--- src/rtl/bwsg_pkg.sv ---
// Package for the basic waveform sample generator.
// Holds widths, wave shape codes, CORDIC constants and shared structs.
// No dependencies.
package bwsg_pkg;

    localparam int SAMPLE_BITS   = 16;
    localparam int CORDIC_STAGES = 16;
    localparam int IDX_W         = 16;
    localparam int PH_W          = 32;
    localparam int CW            = 64;
    localparam int DIV_STAGES    = PH_W;
    localparam int RND_SHIFT     = 41 - SAMPLE_BITS;
    localparam int Q_DEPTH       = 4;
    localparam int Q_AW          = $clog2(Q_DEPTH);

    localparam logic [1:0] FUNC_SINE     = 2'd0;
    localparam logic [1:0] FUNC_SQUARE   = 2'd1;
    localparam logic [1:0] FUNC_TRIANGLE = 2'd2;
    localparam logic [1:0] FUNC_SAWTOOTH = 2'd3;

    localparam logic [2:0] OP_ZERO  = 3'd0;
    localparam logic [2:0] OP_POS   = 3'd1;
    localparam logic [2:0] OP_NEG   = 3'd2;
    localparam logic [2:0] OP_RATIO = 3'd3;
    localparam logic [2:0] OP_SINE  = 3'd4;

    localparam logic [63:0] PI_Q62   = 64'hC90FDAA22168C234;
    localparam logic [63:0] GAIN_Q40 = 64'd667681666150;

    localparam logic signed [SAMPLE_BITS-1:0] S_MAX = {1'b0, {(SAMPLE_BITS-1){1'b1}}};
    localparam logic signed [SAMPLE_BITS-1:0] S_MIN = {1'b1, {(SAMPLE_BITS-1){1'b0}}};

    // Classified transaction passed from front to back through the queue.
    typedef struct packed {
        logic [2:0]               op;
        logic                     oor;
        logic signed [IDX_W+2:0]  num;
        logic [IDX_W-1:0]         idx;
        logic [IDX_W-1:0]         len;
    } cmd_t;

    // Long division, evaluated only at elaboration for the arctangent table.
    function automatic logic [CW-1:0] udiv_const(input logic [CW-1:0] a,
                                                 input logic [CW-1:0] d);
        logic [CW-1:0] q;
        logic [CW-1:0] r;
        int            b;
        q = '0;
        r = '0;
        for (b = CW - 1; b >= 0; b--) begin
            r = {r[CW-2:0], a[b]};
            if (r >= d) begin
                r    = r - d;
                q[b] = 1'b1;
            end
        end
        return q;
    endfunction

    function automatic logic signed [CW-1:0] atan_q60(input int k);
        logic signed [CW-1:0] sum;
        logic [CW-1:0]        term;
        int                   m;
        sum = '0;
        if (k == 0) begin
            sum = $signed(PI_Q62 >> 4);
        end else begin
            for (m = 0; m < 31; m++) begin
                if (k * (2 * m + 1) <= 60) begin
                    term = udiv_const(64'd1 << (60 - k * (2 * m + 1)), CW'(2 * m + 1));
                    if (m[0]) sum = sum - $signed(term);
                    else      sum = sum + $signed(term);
                end
            end
        end
        return sum;
    endfunction

endpackage

--- src/rtl/bwsg_front.sv ---
// Front end: accepts transactions, classifies by shape and range.
// Depends on bwsg_pkg.
module bwsg_front (
    input  logic [1:0]                  func,
    input  logic [bwsg_pkg::IDX_W-1:0]  sample_index,
    input  logic [bwsg_pkg::IDX_W-1:0]  table_length,
    output bwsg_pkg::cmd_t              cmd
);
    import bwsg_pkg::*;

    logic [IDX_W:0]           i2;
    logic [IDX_W+2:0]         i4, n3, n2;
    logic                     lower;

    assign i2    = {sample_index, 1'b0};
    assign i4    = {1'b0, sample_index, 2'b00};
    assign n2    = {2'b00, table_length, 1'b0};
    assign n3    = {3'b000, table_length} + n2;
    assign lower = i2 < {1'b0, table_length};

    always_comb begin
        cmd.idx = sample_index;
        cmd.len = table_length;
        cmd.oor = sample_index >= table_length;
        cmd.num = '0;
        cmd.op  = OP_ZERO;
        if (!cmd.oor) begin
            case (func)
                FUNC_SINE: begin
                    cmd.op = OP_SINE;
                end
                FUNC_SQUARE: begin
                    cmd.op = (sample_index < (table_length >> 1)) ? OP_POS : OP_NEG;
                end
                FUNC_TRIANGLE: begin
                    cmd.op  = OP_RATIO;
                    cmd.num = lower ? $signed(i4 - {3'b000, table_length})
                                    : $signed(n3 - i4);
                end
                default: begin
                    cmd.op  = OP_RATIO;
                    cmd.num = lower ? $signed({2'b00, i2}) : $signed({2'b00, i2} - n2);
                end
            endcase
        end
    end
endmodule

--- config.mk ---
export PLATFORM = sky130hd
export DESIGN_NAME = bwsg_front
export DESIGN_NICKNAME = d
export VERILOG_FILES = /design/src/rtl/bwsg_pkg.sv /design/src/rtl/bwsg_front.sv
export SDC_FILE = /design/constraint.sdc
export NUM_CORES = 1
export LEC_CHECK = 0
export ABC_AREA = 1
export CAP_MARGIN = 10
export CORE_ASPECT_RATIO = 1.1
export CORE_MARGIN = 2
export CORE_UTILIZATION = 50
export DETAILED_ROUTE_END_ITERATION = 10
export DONT_BUFFER_PORTS = 1
export GPL_TIMING_DRIVEN = 0
export RECOVER_POWER = 25
export SLEW_MARGIN = 0
export SYNTH_ARGS = -nofsm -noshare
export SYNTH_HDL_FRONTEND = slang
export SYNTH_SLANG_ARGS = --single-unit
--- constraint.sdc ---
create_clock -name vclk -period 4.1
set_clock_uncertainty 0.1 [all_clocks]
set_input_delay 0 -clock vclk [all_inputs]
set_output_delay 0 -clock vclk [all_outputs]
set_load 0.005 [all_outputs]
==> out/metrics.cfg <==
[placed_design]
gp_congestion = 0.921
place_area_um2 = 5240
hpwlAfterDp_um = 13900
place_ws_ns = 1.58
io_buffers = 0

[logic_synthesis]
avgSynthCellArea_um2 = 5.29
synth-compound-area-share_pct = 7.13
muxShareOfSynthArea_pct = 0
synth.largest_area_cell = nand2_1
synth-simple-area-share_pct = 44.0
yosysSeqAreaShare_pct = 0
ys_types = 33
synth_top_cell_area_share_pct = 25.1
syn_inst = 962
synth_top_family_by_area = simple AND/OR/NAND/NOR gates
synth_nets = 1089
synthesis.area_um2 = 5090
yosysWarnings = 0
synth_area_leaders = nand2_1 25%, ha_1 19%, inv_1 14%
synth-adder-area-share_pct = 25.2
synth_xor_xnor_area_share_pct = 3.27

[global_routing]
grt_overflow = 0
grt_pass1_wl_um = 25700
grt_pass1_vias = 5222
grt_antenna_before_repair = 0
grt_max_degree = 11
grt.total_usage_pct = 29.4

[critical_path]
cp_max_fo = 5
cp-end-kind = output port
worstPathArrival_ns = 2.41
crit_type = in2out
cp.required_ns = 4.00
cp-start-kind = input port

[floorplanning]
die_w_um = 100
die_h_um = 110
dieArea_um2 = 11000
placementRows = 38
ios = 89
start_util_pct = 51.5
core-area_um2 = 9890

[layout]
layout.nets = 1123
final_area_um2 = 5560
regArea_um2 = 0
seq_cells = 0
drive_gt1_share_pct = 5.13
num_antenna_cells = 0
utilization_pct = 56.3
nClkBuffers = 0
fillers = 1042
area_growth_pct = 9.24

[clock_network]
cts_resized = 0
post_cts_buffers = 0
cts_hold_buf = 32

[power_and_ir_drop]
total_power_w = 0.000960
peakVddDrop_mv = 0.0941
p_leak_nw = 3.44
power.density_nw_per_um2 = 173

[routing]
wl_met2_um = 7620
drt_iter0_drc = 334
via_per_inst = 5.24
detailroute.wirelength.met3_um = 964
drt-wirelength-per-cell_um = 14.8
ant_nets = 0
dr.max_layer_used = met4
route.detailed.drc = 0
routed_wl_um = 16500
vias = 5841
met1_length_um = 7650
firstDrtPassIters = 5

[sta]
setup_viol = 0
tightestPinTransition_ns = 0.591
maxSlewHeadroom_pct = 60.6
grt_setup_unrepaired = no
fin_crit_ns = 2.51
timing.setup.tns_ns = 0
fmaxAchievable_ghz = 0.398
worst_slack_ns = 1.59
period_share_pct = 61.3
slew_viol_final = 0
hold_viol_final = 0

[hold_path]
hold_path.class = in2out

[run]
drv_cap = 0

[status]
status = completed

-- final cells by class --
type,count,area [um2],share of cell area [%]
plain buffers,40,299,5.38
repair buffers,32,320,5.76
multi-input cells,725,4050,72.9
well taps,120,150,2.70
inverters,197,739,13.3
-- cell usage after synthesis (all sizes together) (2+ instances only) --
cell type and number:
a21oi 50, and2 3, buf 39, fa 16
ha 77, inv 197, nand2 345, nand3 71
nand3b 7, nand4 12, nor2 90, nor3 12
o21ai 16, or2 2, xnor2 11, xor2 8
-- placed cells by master, fill, tap and decap left out, types with 11 or more instances in the layout --
master	instances
nand3_1	70
nand4_1	12
nand2_1	341
inv_1	194
dlygate4sd3_1	32
ha_1	77
o21ai_0	15
fa_1	16
xnor2_1	11
a21oi_1	49
clkbuf_4	13
buf_4	20
nor3_1	12
nor2_1	87
-- power breakdown --
| group | internal [W] | total [W] | leakage (nW) | switching (W) |
|---|---|---|---|---|
| registers | 0 | 0 | 0 | 0 |
| clock network | 0 | 0 | 0 | 0 |
| logic | 0.000350 | 0.000960 | 3.44 | 0.000611 |
-- critical path, cell delays in order --
cell and delay (ns):
inv_1 0.11, fa_1 0.53, inv_1 0.04, ha_1 0.39
nand2_1 0.14, nor2_1 0.16, inv_1 0.10, nor3_1 0.33
nand3_1 0.20, nand3_1 0.12, nand2_1 0.09, nand3_1 0.10
a21oi_1 0.09
-- through the flow --
stage          instances  hold slack [ns]
2_1_floorplan        962          -0.0223
3_3_place_gp        1082          -0.0165
3_5_place_dp        1082          -0.0175
4_1_cts             1114          0.00349
5_1_grt             1114          0.00619
6_report            1114         0.000704
-- cell families after synthesis --
kind of cell / after synthesis
compound gates: 70
buf+inv: 237
simple gates: 543
xor+xnor: 19
fa+ha+maj: 93
-- final timing paths --
path | slack, ns | endpoint | from | depth (start not counted)
max | 1.59 | cmd[50] | table_length[10] | 13
min | 0.0007 | cmd[52] | func[0] | 1
-- routing by layer --
layer,track usage (%),up-vias
li1,-,2966
met1,39.6,2638
met3,1.53,18
met4,4.50,0
met5,0,-
met2,52.7,219
Note: power is estimated with default switching activity, not from simulation.
