### config.mk
export PLATFORM = sky130hd
export DESIGN_NAME = bwsg_queue
export DESIGN_NICKNAME = d
export VERILOG_FILES = /design/src/rtl/bwsg_pkg.sv /design/src/rtl/bwsg_queue.sv
export SDC_FILE = /design/constraint.sdc
export NUM_CORES = 1
export LEC_CHECK = 0
export BUFFER_PORTS_ARGS = -buffer_cell sky130_fd_sc_hd__buf_4
export CAP_MARGIN = 20
export CORE_MARGIN = 1
export CORE_UTILIZATION = 50
export CTS_BUF_LIST = sky130_fd_sc_hd__clkbuf_16
export CTS_CLUSTER_SIZE = 10
export DETAILED_ROUTE_END_ITERATION = 8
export GPL_TIMING_DRIVEN = 0
export PLACE_DENSITY_LB_ADDON = 0.15
export SYNTH_ARGS = -nofsm -noshare
export SYNTH_HDL_FRONTEND = slang
export SYNTH_SLANG_ARGS = --single-unit
export TNS_END_PERCENT = 1
### constraint.sdc
create_clock -name aclk -period 3.8 [get_ports aclk]
set_input_delay 0.76 -clock aclk [delete_from_list [all_inputs] [get_ports aclk]]
set_output_delay 0.76 -clock aclk [all_outputs]
set_load 0.03 [all_outputs]
### src/rtl/bwsg_pkg.sv
// Package for the basic waveform sample generator.
// Holds widths, wave shape codes, CORDIC constants and shared structs.
// No dependencies.
package bwsg_pkg;

    localparam int SAMPLE_BITS   = 16;
    localparam int CORDIC_STAGES = 16;
    localparam int IDX_W         = 16;
    localparam int PH_W          = 32;
    localparam int CW            = 64;
    localparam int DIV_STAGES    = PH_W;
    localparam int RND_SHIFT     = 41 - SAMPLE_BITS;
    localparam int Q_DEPTH       = 4;
    localparam int Q_AW          = $clog2(Q_DEPTH);

    localparam logic [1:0] FUNC_SINE     = 2'd0;
    localparam logic [1:0] FUNC_SQUARE   = 2'd1;
    localparam logic [1:0] FUNC_TRIANGLE = 2'd2;
    localparam logic [1:0] FUNC_SAWTOOTH = 2'd3;

    localparam logic [2:0] OP_ZERO  = 3'd0;
    localparam logic [2:0] OP_POS   = 3'd1;
    localparam logic [2:0] OP_NEG   = 3'd2;
    localparam logic [2:0] OP_RATIO = 3'd3;
    localparam logic [2:0] OP_SINE  = 3'd4;

    localparam logic [63:0] PI_Q62   = 64'hC90FDAA22168C234;
    localparam logic [63:0] GAIN_Q40 = 64'd667681666150;

    localparam logic signed [SAMPLE_BITS-1:0] S_MAX = {1'b0, {(SAMPLE_BITS-1){1'b1}}};
    localparam logic signed [SAMPLE_BITS-1:0] S_MIN = {1'b1, {(SAMPLE_BITS-1){1'b0}}};

    // Classified transaction passed from front to back through the queue.
    typedef struct packed {
        logic [2:0]               op;
        logic                     oor;
        logic signed [IDX_W+2:0]  num;
        logic [IDX_W-1:0]         idx;
        logic [IDX_W-1:0]         len;
    } cmd_t;

    // Long division, evaluated only at elaboration for the arctangent table.
    function automatic logic [CW-1:0] udiv_const(input logic [CW-1:0] a,
                                                 input logic [CW-1:0] d);
        logic [CW-1:0] q;
        logic [CW-1:0] r;
        int            b;
        q = '0;
        r = '0;
        for (b = CW - 1; b >= 0; b--) begin
            r = {r[CW-2:0], a[b]};
            if (r >= d) begin
                r    = r - d;
                q[b] = 1'b1;
            end
        end
        return q;
    endfunction

    function automatic logic signed [CW-1:0] atan_q60(input int k);
        logic signed [CW-1:0] sum;
        logic [CW-1:0]        term;
        int                   m;
        sum = '0;
        if (k == 0) begin
            sum = $signed(PI_Q62 >> 4);
        end else begin
            for (m = 0; m < 31; m++) begin
                if (k * (2 * m + 1) <= 60) begin
                    term = udiv_const(64'd1 << (60 - k * (2 * m + 1)), CW'(2 * m + 1));
                    if (m[0]) sum = sum - $signed(term);
                    else      sum = sum + $signed(term);
                end
            end
        end
        return sum;
    endfunction

endpackage

### src/rtl/bwsg_queue.sv
// Short FIFO between front and back ends.
// Depends on bwsg_pkg.
module bwsg_queue (
    input  logic           aclk,
    input  logic           aresetn,
    input  logic           wr_valid,
    output logic           wr_ready,
    input  bwsg_pkg::cmd_t wr_data,
    output logic           rd_valid,
    input  logic           rd_ready,
    output bwsg_pkg::cmd_t rd_data
);
    import bwsg_pkg::*;

    cmd_t           mem_reg [Q_DEPTH];
    logic [Q_AW:0]  wp_reg, rp_reg;

    assign wr_ready = (wp_reg - rp_reg) != Q_DEPTH[Q_AW:0];
    assign rd_valid = wp_reg != rp_reg;
    assign rd_data  = mem_reg[rp_reg[Q_AW-1:0]];

    always_ff @(posedge aclk) begin
        if (wr_valid && wr_ready) mem_reg[wp_reg[Q_AW-1:0]] <= wr_data;
    end

    always_ff @(posedge aclk) begin
        if (!aresetn) begin
            wp_reg <= '0;
            rp_reg <= '0;
        end else begin
            if (wr_valid && wr_ready) wp_reg <= wp_reg + 1'b1;
            if (rd_valid && rd_ready) rp_reg <= rp_reg + 1'b1;
        end
    end
endmodule

==> results of run 1 <==
Yosys cell counts:
cell type	number
nor2b_1	2
dfxtp_1	8
o21ai_1	1
a31oi_4	1
a31oi_2	1
nand2b_1	1
xnor2_1	2
ha_1	7
buf_2	2
buf_1	1
and2_1	6
inv_1	4
mux2i_1	4
xnor2_2	2
buf_4	5
clkbuf_1	5
nand2_1	7
xor2_1	1
mux4_2	55
o211ai_1	1
nand3_1	2
edfxtp_1	220
worst max-delay path, delay by kind of cell, from the launching register on:
kind / cells / cell delay (ns)
flops: 1 / 0.30
buf+inv: 3 / 0.98
mux: 1 / 0.42
final timing paths:
check / end / from / cells past startpoint / slack (ns)
hold / removal: mem_reg[3][18] / wr_data[18] / 1 / 0.45
hold reg to reg: wp_reg[0] / wp_reg[0] / 2 / 0.51
setup reg to reg: mem_reg[3][10] / wp_reg[0] / 7 / 1.30
setup / recovery: rd_data[22] / flop / 4 / 0.84
metal layers:
layer	routed length (um)	track usage	vias to the layer above	share of wire
met2	7460	0.290	99	0.53
met4	146	0.0497	0	0.010
met3	829	0.0423	15	0.059
met5	0	0	-	0
met1	5730	0.213	1972	0.40
li1	-	-	1717	-
kinds of logic (layout without fill, tap and decap cells):
| group | count (synthesis) | after routing | synth area share |
|---|---|---|---|
| compound gates | 4 | 4 | 0.00550 |
| xor+xnor | 5 | 5 | 0.00699 |
| fa+ha+maj | 7 | 7 | 0.0104 |
| buf+inv | 17 | 181 | 0.0101 |
| flops | 228 | 228 | 0.804 |
| mux | 59 | 59 | 0.152 |
| simple gates | 18 | 18 | 0.0110 |
stage by stage:
stage,cells,util,TNS (ns),hold WS [ns]
after floorplan,338,-,0,0.469
after CTS,722,0.627,0,0.430
final,722,0.627,0,0.452
after global routing,722,0.627,0,0.420
after global placement,672,0.578,-100.20,0.483
after detailed placement,674,0.581,0,0.505
report_power, final:
group	leakage (nW)	switching, mW	total [mW]	internal [mW]
Combinational	1.06	1.41	2.43	1.03
Clock	0.441	0.863	2.12	1.26
Sequential	2.08	0.0640	3.15	3.09
Total	3.59	2.33	7.71	5.37
layout make-up:
class                   count  share of cell area
plain buffers              13             0.00676
clock buffers              27              0.0652
clock inverters            21             0.00761
inverters                   4             0.00145
multi-input cells          93               0.153
flip-flops and latches    228               0.653
well taps                 220              0.0266
repair buffers            116              0.0865
==> flow_summary_export.csv, run 1 <==
group,metric,value,unit
clock_tree,cts_tree,"yes",
run,cap_violations,0,
setup_path,cpPeakStageDelay,0.55,ns
grt,grt_pass1_wl,22.2,mm
setup_path,cp-end-kind,"output pin",
yosys,synth-seq-cells,228,
floorplanning,ios,116,
timing,hold_viol_final,0,
setup_path,cp_max_fo,10,
setup_path,crit_chain,"buf_2 > clkbuf_1 > mux4_2 > buf_4",
yosys,synth_area_leaders,"edfxtp_1 79%, mux4_2 15%, dfxtp_1 1.9%, ha_1 1.0%, mux2i_1 0.48%",
layout,num_antenna_cells,0,
grt,grt_max_degree,56,
placed_design,post-place-ws,1.23,ns
timing,skew,0.00927,ns
floorplanning,start_util,0.509,
timing,timing.final.crit_period,2.96,ns
clock_tree,clk_latency,0.51,ns
placed_design,dp_hpwl,8.31,mm
clock_tree,clk_pin_slew_worst_paths,0.05,ns
setup_path,critPathArrivalTime,2.20,ns
setup_path,worst_path_max_delay_cell,"clkbuf_1",
yosys,synth_largest_area_cell,"edfxtp_1",
setup_path,cp-start-kind,"flop",
hold_path,hp-class,"input pin to flop",
floorplanning,dieHeight,132,um
setup_path,required,3.04,ns
floorplanning,coreArea,16500,um^2
layout,finalNetCount,548,
clock_tree,numCtsBuffers,26,
yosys,synth_cells,338,
layout,largest_reg_flops,220,
route,routed_wl,14.2,mm
timing,slew_violations,0,
route,drcViolationCount,0,
power,p_total,7.71,mW
yosys,synth_top_area_share,0.785,
yosys,syn_avg_cell_area,24.9,um^2
timing,rsz0062_at_grt,"false",
timing,max_freq,0.338,GHz
timing,worst_pin_slew,0.883,ns
floorplanning,die-area,17400,um^2
placed_design,gp_congestion,0.683,
power,vdd.ir_drop.worst,0.464,mV
route,drtIter0Drc,128,
floorplanning,floorplan.rows,47,
floorplanning,fp.dieW,132,um
clock_tree,cts-root-buf,"clkbuf_16",
timing,setup_viol,0,
timing,post-route-period-util,0.780,
grt,grt.total_usage,0.168,
yosys,synth_area,8420,um^2
timing,setup_slack,0.838,ns
route,drt-pass1-iter-count,6,
layout,fill_cells,1169,
grt,antenna_found_initial,0,
placed_design,placed_area,9600,um^2
clock_tree,ctsResizeCount,0,
power,power_density,744,nW/um^2
clock_tree,post_cts_buffers,0,
clock_tree,cts.sinks,228,
route,vias_per_cell,5.27,
layout,area_delta_synth_final,23.1,%
layout,regArea,6770,um^2
grt,grt_remaining_overflow,0,
clock_tree,hold_buffers,0,
route,vias,3803,
clock_tree,cts.path.max_buffers,3,
clock_tree,htreeDepth,1,
timing,maxSlewHeadroom,0.412,
yosys,synth_nets,404,
yosys,yosysWarnings,0,
layout,drive_gt1_frac,0.422,
route,wl_per_cell,19.6,um
layout,layout_commonest_cell,"edfxtp_1",
status,run_status,"finished, final reports clean",
route,antenna_left,0,
setup_path,critPathKind,"flop to output pin",
layout,multiInputGateArea,1580,um^2
layout,stdcell_area,10400,um^2
layout,final_cell_mix,"220 x edfxtp_1, 119 x buf_4, 55 x mux4_2",
yosys,synth-seq-area-share,0.804,
grt,grt_pass1_vias,4188,
yosys,yosysUniqueCellTypes,22,
power,power_leakage,3.59,nW
placed_design,io_buffers,114,
Note: power is estimated with default switching activity, not from simulation.
==> run 2: changes to the inputs <==
--- a/config.mk
+++ b/config.mk
@@ -5,6 +5,7 @@
 export SDC_FILE = /design/constraint.sdc
 export NUM_CORES = 1
 export LEC_CHECK = 0
+export ABC_AREA = 1
 export BUFFER_PORTS_ARGS = -buffer_cell sky130_fd_sc_hd__buf_4
 export CAP_MARGIN = 20
 export CORE_MARGIN = 1
==> constraint.sdc (replaced) <==
create_clock -name aclk -period 3 [get_ports aclk]
set_input_delay 0.6 -clock aclk [delete_from_list [all_inputs] [get_ports aclk]]
set_output_delay 0.6 -clock aclk [all_outputs]
set_load 0.03 [all_outputs]
==> flow_summary_export.csv, run 2 <==
group,metric,value,unit
grt,grt_pass1_wl,29.7,mm
yosys,yosysWarnings,0,
yosys,yosysMostFrequentCell,"edfxtp_1",
placed_design,io_buffers,115,
setup_path,worst_path_max_delay_cell,"clkbuf_1",
yosys,synth_nets,668,
floorplanning,dieHeight,133,um
route,vias,5392,
timing,timing.final.crit_period,2.68,ns
yosys,synth_edf_count,220,
yosys,synth-seq-area-share,0.784,
floorplanning,fp.dieW,133,um
setup_path,cp_max_fo,10,
run,cap_violations,0,
route,wl_per_cell,19.4,um
placed_design,dp_hpwl,11.4,mm
grt,grt_pass1_vias,5653,
layout,final_cell_mix,"220 x edfxtp_1, 118 x buf_4, 116 x nor2_1",
layout,layout_commonest_cell,"edfxtp_1",
clock_tree,ctsResizeCount,0,
layout,area_delta_synth_final,23.2,%
timing,hold_viol_final,0,
floorplanning,floorplan.rows,47,
clock_tree,htreeDepth,1,
timing,max_freq,0.374,GHz
route,routed_wl,19.0,mm
floorplanning,start_util,0.517,
clock_tree,cts.sinks,228,
yosys,synth_cells,602,
status,run_status,"finished, final reports clean",
clock_tree,clk_latency,0.51,ns
clock_tree,cts.path.max_buffers,3,
timing,setup_viol,0,
timing,holdWs,0.291,ns
power,vdd.ir_drop.worst,0.861,mV
setup_path,cp-start-kind,"flop",
clock_tree,cts-root-buf,"clkbuf_16",
yosys,synth_common_cells,"220 x edfxtp_1, 119 x nor2_1, 65 x o21ai_0",
timing,rsz0062_at_grt,"false",
timing,post-route-period-util,0.892,
power,power_leakage,3.87,nW
floorplanning,die-area,17800,um^2
route,vias_per_cell,5.49,
yosys,synth_top_area_share,0.765,
clock_tree,post_cts_buffers,0,
setup_path,critPathKind,"flop to output pin",
route,drcViolationCount,0,
yosys,synth_area,8630,um^2
hold_path,hp-class,"input pin to flop",
floorplanning,ios,116,
timing,maxSlewHeadroom,0.446,
route,drt-pass1-iter-count,7,
hold_path,hp-start,"wr_data[11]",
power,power_density,1210,nW/um^2
yosys,synth-seq-cells,228,
yosys,syn_avg_cell_area,14.3,um^2
placed_design,gp_congestion,0.751,
layout,num_antenna_cells,0,
setup_path,cp-end-kind,"output pin",
clock_tree,clk_pin_slew_worst_paths,0.05,ns
layout,drive_gt1_frac,0.241,
route,antenna_left,0,
layout,finalNetCount,817,
setup_path,cp_common_cell,"buf_4",
setup_path,crit_buf_inv,3,
setup_path,cpPeakStageDelay,0.36,ns
yosys,synth-async-reset-ratio,0,
yosys,synth_largest_area_cell,"edfxtp_1",
setup_path,r2r_start,"rp_reg[1]",
grt,grt_remaining_overflow,0,
grt,grt.total_usage,0.219,
layout,largest_reg_flops,220,
clock_tree,hold_buffers,0,
setup_path,cpLargestDelayFamily,"buffers and inverters",
yosys,yosysUniqueCellTypes,20,
setup_path,critPathArrivalTime,2.08,ns
setup_path,required,2.40,ns
layout,final_core_util,0.637,
route,drtIter0Drc,273,
floorplanning,coreArea,16700,um^2
clock_tree,numCtsBuffers,26,
yosys,synth_area_leaders,"edfxtp_1 77%, nor2_1 5.2%, o22ai_1 4.0%, o21ai_0 3.8%, o21ai_1 2.8%",
clock_tree,cts_tree,"yes",
grt,antenna_found_initial,0,
yosys,synthFlopType,"edfxtp_1",
setup_path,crit_chain,"buf_4 > clkbuf_1 > o21ai_0 > o22ai_1 > buf_4",
timing,skew,0.0121,ns
grt,grt_max_degree,56,
layout,fill_cells,1280,
timing,worst_pin_slew,0.831,ns
timing,slew_violations,0,
[run 2: cell types whose count changed in the layout (fill, tap and decap cells not counted), sizes merged, moves of 4 or more]
| cell | previous run | this run |
|---|---|---|
| nand2 | 7 | 22 |
| and2 | 6 | 0 |
| nor2 | 0 | 119 |
| clkbuf | 32 | 37 |
| buf | 124 | 146 |
| mux2i | 4 | 0 |
| mux4 | 55 | 0 |
| a21oi | 0 | 5 |
| o21ai | 1 | 113 |
| inv | 24 | 28 |
| o22ai | 0 | 55 |
| xnor2 | 4 | 0 |
[run 2: through the flow]
stage               TNS (ns)  power, mW  area, um^2  instances  worst slack [ns]
floorplan              -6.08       7.99        8640        602           -0.0368
finish                     0       12.8       10600        982             0.324
global route               0       13.5       10600        982            0.0908
CTS                        0       12.9       10600        982             0.280
global placement     -221.46       10.1        9780        937             -1.21
detailed placement         0       10.3        9920        943             0.681
[run 2: kinds of logic (layout without fill, tap and decap cells)]
logic type / after synthesis / in the layout / synth area share
fa+ha+maj: 7 / 7 / 0.0101
compound gates: 173 / 173 / 0.108
flops: 228 / 228 / 0.784
buf+inv: 51 / 211 / 0.0346
simple gates: 143 / 143 / 0.0633
[run 2: worst paths after layout]
| path | end | slack (ns) | cells after the start |
|---|---|---|---|
| min | mem_reg[1][11] | 0.29 | 1 |
| max reg2reg | mem_reg[0][25] | 0.68 | 9 |
| max | rd_data[18] | 0.32 | 5 |
| min reg2reg | rp_reg[2] | 0.50 | 2 |
[run 2: metal layers]
layer	GRT usage	part of all wire	vias to the layer above
met5	0	0	-
met4	0.0631	0.016	0
met3	0.0400	0.061	28
met2	0.374	0.50	166
met1	0.287	0.42	2655
li1	-	-	2543
[run 2: layout make-up]
type | count | area, um^2 | share of cell area
plain buffers | 35 | 236 | 0.0222
clock buffers | 27 | 676 | 0.0635
clock inverters | 12 | 45.0 | 0.00423
inverters | 16 | 65.1 | 0.00612
multi-input cells | 323 | 1590 | 0.150
flip-flops and latches | 228 | 6770 | 0.636
well taps | 220 | 275 | 0.0259
repair buffers | 121 | 983 | 0.0924
[run 2: report_power, final]
part           switching [mW]  total [mW]  leakage, nW  internal [mW]
clock network            1.09        2.67        0.397           1.58
registers               0.156        4.39         2.08           4.23
logic                    3.87        5.77         1.39           1.90
